File: src/rtl/core/opt_pkg.sv
package opt_pkg;

   localparam logic [1:0] OP_OBSERVE = 2'd0;
   localparam logic [1:0] OP_TICK    = 2'd1;
   localparam logic [1:0] OP_REPORT  = 2'd2;

   localparam logic [2:0] ST_NEW     = 3'd0;
   localparam logic [2:0] ST_REFRESH = 3'd1;
   localparam logic [2:0] ST_MOVED   = 3'd2;
   localparam logic [2:0] ST_DROPPED = 3'd3;
   localparam logic [2:0] ST_TICK    = 3'd4;
   localparam logic [2:0] ST_SLOT    = 3'd5;

   localparam logic [2:0] CSR_GATE    = 3'd0;
   localparam logic [2:0] CSR_STILL   = 3'd1;
   localparam logic [2:0] CSR_TRIGGER = 3'd2;
   localparam logic [2:0] CSR_CEILING = 3'd3;
   localparam logic [2:0] CSR_AGE     = 3'd4;

   // Squared field radius of 5000 mm.
   localparam logic [29:0] FIELD_SQ = 30'd25000000;
   localparam logic signed [7:0] AGE_STEP = 8'sd2;

   typedef struct packed {
      logic load;
      logic scan;
      logic commit;
      logic age;
      logic compact;
      logic tick_done;
      logic sort;
      logic emit;
   } cmd_type;

   typedef struct packed {
      logic scan_done;
      logic compact_done;
      logic sort_done;
      logic emit_last;
      logic out_free;
   } stat_type;

endpackage

File: src/rtl/core/opt_ctrl.sv
module opt_ctrl import opt_pkg::*; (
   input  logic       clock,
   input  logic       reset,
   input  logic       req_valid,
   output logic       req_ready,
   input  logic [1:0] req_operation,
   input  stat_type   stat,
   output cmd_type    cmd
);

   typedef enum logic [2:0] {
      S_IDLE, S_SCAN, S_COMMIT, S_AGE, S_COMPACT, S_TICK_DONE, S_SORT, S_EMIT
   } state_type;

   state_type state_ff, state_in;

   assign req_ready = (state_ff == S_IDLE);

   always_comb begin
      cmd      = '0;
      state_in = state_ff;
      unique case (state_ff)
         S_IDLE: begin
            if (req_valid) begin
               cmd.load = 1'b1;
               priority if (req_operation == OP_OBSERVE) state_in = S_SCAN;
               else if (req_operation == OP_TICK)        state_in = S_AGE;
               else if (req_operation == OP_REPORT)      state_in = S_SORT;
               else                                      state_in = S_IDLE;
            end
         end
         S_SCAN: begin
            if (stat.scan_done) state_in = S_COMMIT;
            else cmd.scan = 1'b1;
         end
         S_COMMIT: begin
            if (stat.out_free) begin
               cmd.commit = 1'b1;
               state_in   = S_IDLE;
            end
         end
         S_AGE: begin
            cmd.age  = 1'b1;
            state_in = S_COMPACT;
         end
         S_COMPACT: begin
            if (stat.compact_done) state_in = S_TICK_DONE;
            else cmd.compact = 1'b1;
         end
         S_TICK_DONE: begin
            if (stat.out_free) begin
               cmd.tick_done = 1'b1;
               state_in      = S_IDLE;
            end
         end
         S_SORT: begin
            if (stat.sort_done) state_in = S_EMIT;
            else cmd.sort = 1'b1;
         end
         S_EMIT: begin
            if (stat.out_free) begin
               cmd.emit = 1'b1;
               if (stat.emit_last) state_in = S_IDLE;
            end
         end
         default: state_in = S_IDLE;
      endcase
   end

   always_ff @(posedge clock) begin
      if (reset) state_ff <= S_IDLE;
      else state_ff <= state_in;
   end

   assert property (@(posedge clock) disable iff (reset)
      req_valid && req_ready && req_operation == OP_TICK |=> state_ff == S_AGE)
      else $error("tick did not start aging");
   assert property (@(posedge clock) disable iff (reset)
      state_ff == S_AGE |=> state_ff == S_COMPACT)
      else $error("aging not followed by compaction");
   assert property (@(posedge clock) disable iff (reset)
      $onehot0({cmd.commit, cmd.tick_done, cmd.emit}))
      else $error("two results loaded at once");

endmodule

File: config.mk
export PLATFORM = sky130hd
export DESIGN_NAME = opt_ctrl
export DESIGN_NICKNAME = d
export VERILOG_FILES = /design/src/rtl/core/opt_pkg.sv /design/src/rtl/core/opt_ctrl.sv
export SDC_FILE = /design/constraint.sdc
export NUM_CORES = 1
export LEC_CHECK = 0
export ABC_AREA = 1
export BUFFER_PORTS_ARGS = -buffer_cell sky130_fd_sc_hd__clkbuf_2
export CELL_PAD_IN_SITES_DETAIL_PLACEMENT = 0
export CELL_PAD_IN_SITES_GLOBAL_PLACEMENT = 1
export CORE_AREA = 2 2 39 41
export CTS_CLUSTER_SIZE = 16
export DETAILED_ROUTE_END_ITERATION = 7
export DIE_AREA = 0 0 41 43
export GPL_TIMING_DRIVEN = 0
export PLACE_DENSITY = 0.78
export SKIP_LAST_GASP = 1
export SLEW_MARGIN = 10
export SYNTH_ARGS = -nofsm -noshare
export SYNTH_HDL_FRONTEND = slang
export SYNTH_SLANG_ARGS = --single-unit
File: constraint.sdc
create_clock -name clock -period 2.55 [get_ports clock]
set_input_delay 0.1275 -clock clock [delete_from_list [all_inputs] [get_ports clock]]
set_output_delay 0.1275 -clock clock [all_outputs]
set_load 0.005 [all_outputs]
==> reports/summary.txt <==
Fin. Hold Viols -> 0
Synth Flop Type -> dfxtp_1
synthesized area per cell -> 5.371 µm²
max reg flops -> 3
HPWL after detailed placement -> 672 µm
Hold Path Sink -> state_ff[1]
Die W -> 41 µm
gpl congestion -> 0.7292
status -> finished, final reports clean
Gates resized, CTS repair -> 0
final setup TNS -> 0 ns
depth of the CTS H-tree -> 1
post-route clock skew -> 0.002116 ns
worst r2r src -> state_ff[0]
Gate power share -> 0.606
io pins -> 19
post-CTS setup buffer count -> 0
Final min period -> 1.346 ns
Syn. warnings -> 0
reg2reg setup slack -> 1.26 ns
DRT iter0 DRCs -> 11
Worst-Margin Slew -> 0.3104 ns
mapped cell area -> 349.1 µm²
Mapped Cells -> 65
power density over the cells -> 864.8 nW/µm²
FILL cells -> 172
register share of total power -> 0.202
Crit Reg-Reg Endpoint -> state_ff[2]
num rows -> 14
VDD IR max -> 0.2799 mV
critical path arrival -> 1.22 ns
IO buf count -> 18
layout net count -> 101
Largest regs -> state_ff: 3 flops
Hold Buf Count CTS -> 0
hold path depth -> 4
Slew Viols, Final -> 0
vias -> 436
worst skew pair latency -> 0.23 ns
Clock Path Buffers -> 2
placed cell areas -> 459.2 µm²
First-pass DRT Iterations -> 4
setup violators final -> 0
chip height -> 43 µm
fmax -> 0.7431 GHz
most frequent cell after synthesis -> nor2_1
clock power share -> 0.193
synth cell count leaders -> 15 x nor2_1, 13 x nand2_1, 12 x inv_1
crit-path max cell delay -> 0.35 ns
Synth Net Count -> 78
sw frac -> 0.4734
switching power -> 0.1987 mW
ranking of synthesized cells by area -> dfxtp_1 17%, nor2_1 16%, nand2_1 14%, inv_1 13%, ha_1 11%
total CTS buffers -> 3
Multi-input gate area -> 225.2 µm²
Core Area -> 1384 µm²
setup ws final -> 1.204 ns
Reg with most FFs -> state_ff
Max-Slew Margin vs Limit -> 0.7923
Area Overhead vs Synth -> 39.07%
diode count -> 0
routed vias/inst -> 4.233
pre-CTS setup slack -> 1.260 ns
P_int -> 0.2211 mW
vias in the first global route -> 352
largest area contributor in the netlist -> dfxtp_1
drt drc -> 0
root buf cell -> clkbuf_4
crit path cell chain -> nor2_1, inv_1, nor3_1, clkbuf_2
Total GRT Usage -> 0.09428
Setup Crit Path Kind -> reg -> out
share of the synthesized area in the top cell type -> 0.1720
Routed wire per std cell -> 7.942 µm
nature of the critical path endpoint -> output port
Hold Path Class -> in -> reg
Netlist cell types -> 13
total grt overflow -> 0
asr flop ratio synth -> 0
CTS tree -> built
RSZ-0062 raised after global routing -> false
max cap viols -> 0
worst-path maximum fanout -> 5
CTS clk-pin slew, worst paths -> 0.04 ns
Final ANT Viol Nets -> 0
DIE AREA -> 1763 µm²
post-synthesis sequential area ratio -> 0.1720
final cell count without fillers -> 103
Max stage delay cell, worst path -> dfxtp_1
CTS sink cnt -> 3
worst path required time -> 2.42 ns
initial antenna violation count -> 0
EDFF count, synth -> 0
LEAKAGE -> 0.3218 nW
CP Launch Type -> flop
Synth Register Bits -> 3
placed cells -> 99
HP Start -> reset
first-pass GRT wire length -> 1.186 mm
share of layout cells above drive strength 1 -> 0.2874
r2r worst-path depth -> 8
WL final -> 818 µm
initial core utilization -> 0.2523
design area -> 485.5 µm²
final worst-path cycle share -> 0.5277
largest net degree at the start of global routing -> 10
register area -> 60.06 µm²
[power by group through the flow]
stage,clock network [mW],logic [mW],registers (mW)
finish,0.0808,0.254,0.0847
global route,0.0903,0.293,0.0884
CTS,0.0856,0.258,0.0846
detailed placement,0,0.257,0.0851
global placement,0,0.254,0.0857
floorplan,0,0.188,0.0812
[through the flow]
| step | total power [mW] | util | hold WS [ns] |
|---|---|---|---|
| finish | 0.4198 | 0.3508 | 0.1588 |
| CTS | 0.4280 | 0.3508 | 0.1529 |
| floorplan | 0.2687 | - | 0.2946 |
| global route | 0.4720 | 0.3508 | 0.1925 |
| global placement | 0.3397 | 0.3318 | 0.3978 |
| detailed placement | 0.3418 | 0.3318 | 0.3986 |
[cells in the final DEF (no fill, tap or decap), drive strengths merged]
master,synthesis,routed
a21oi,3,3
buf,1,1
clkbuf,0,22
dfxtp,3,3
ha,3,3
inv,14,14
nand2,14,14
nand3,7,7
nand4,1,1
nor2,15,15
nor3,2,2
o21ai,2,2
[worst max-delay path: cells and delay by family, from the launching register on]
kind | cells | cell delay (ns)
DFF | 1 | 0.35
and+or+nand+nor | 2 | 0.42
buffers and inverters | 2 | 0.22
[routing by layer]
| metal | routed length [µm] | vias up | global-route usage |
|---|---|---|---|
| li1 | - | 243 | - |
| met1 | 362 | 175 | 0.09936 |
| met2 | 386 | 18 | 0.1688 |
| met3 | 69 | 0 | 0.03141 |
| met4 | 0 | 0 | 0.02000 |
| met5 | 0 | - | 0 |
[how the worst max path moves through the flow]
stage / startpoint / cells past startpoint / end
final: state_ff[0] / 4 / cmd[7]
after global routing: state_ff[0] / 4 / req_ready
after floorplan: state_ff[2] / 9 / state_ff[0]
after detailed placement: state_ff[0] / 8 / state_ff[2]
after CTS: state_ff[0] / 4 / cmd[7]
after global placement: state_ff[0] / 8 / state_ff[2]
[cell families after synthesis]
kind of cell               count (synthesis)  synth area share
AOI/OAI and AO/OA                          5           0.07167
adders and majority gates                  3            0.1075
buffers and inverters                     15            0.1828
DFF                                        3            0.1720
and+or+nand+nor                           39            0.4660
[layout make-up]
cell class	instances	share of cell area
Clock buffer	4	0.05412
Timing Repair Buffer	18	0.1856
Sequential cell	3	0.1237
Buffer	1	0.02320
Tap cell	16	0.04124
Multi-Input combinational cell	47	0.4639
Inverter	14	0.1082
Note: power is estimated with default switching activity, not from simulation.
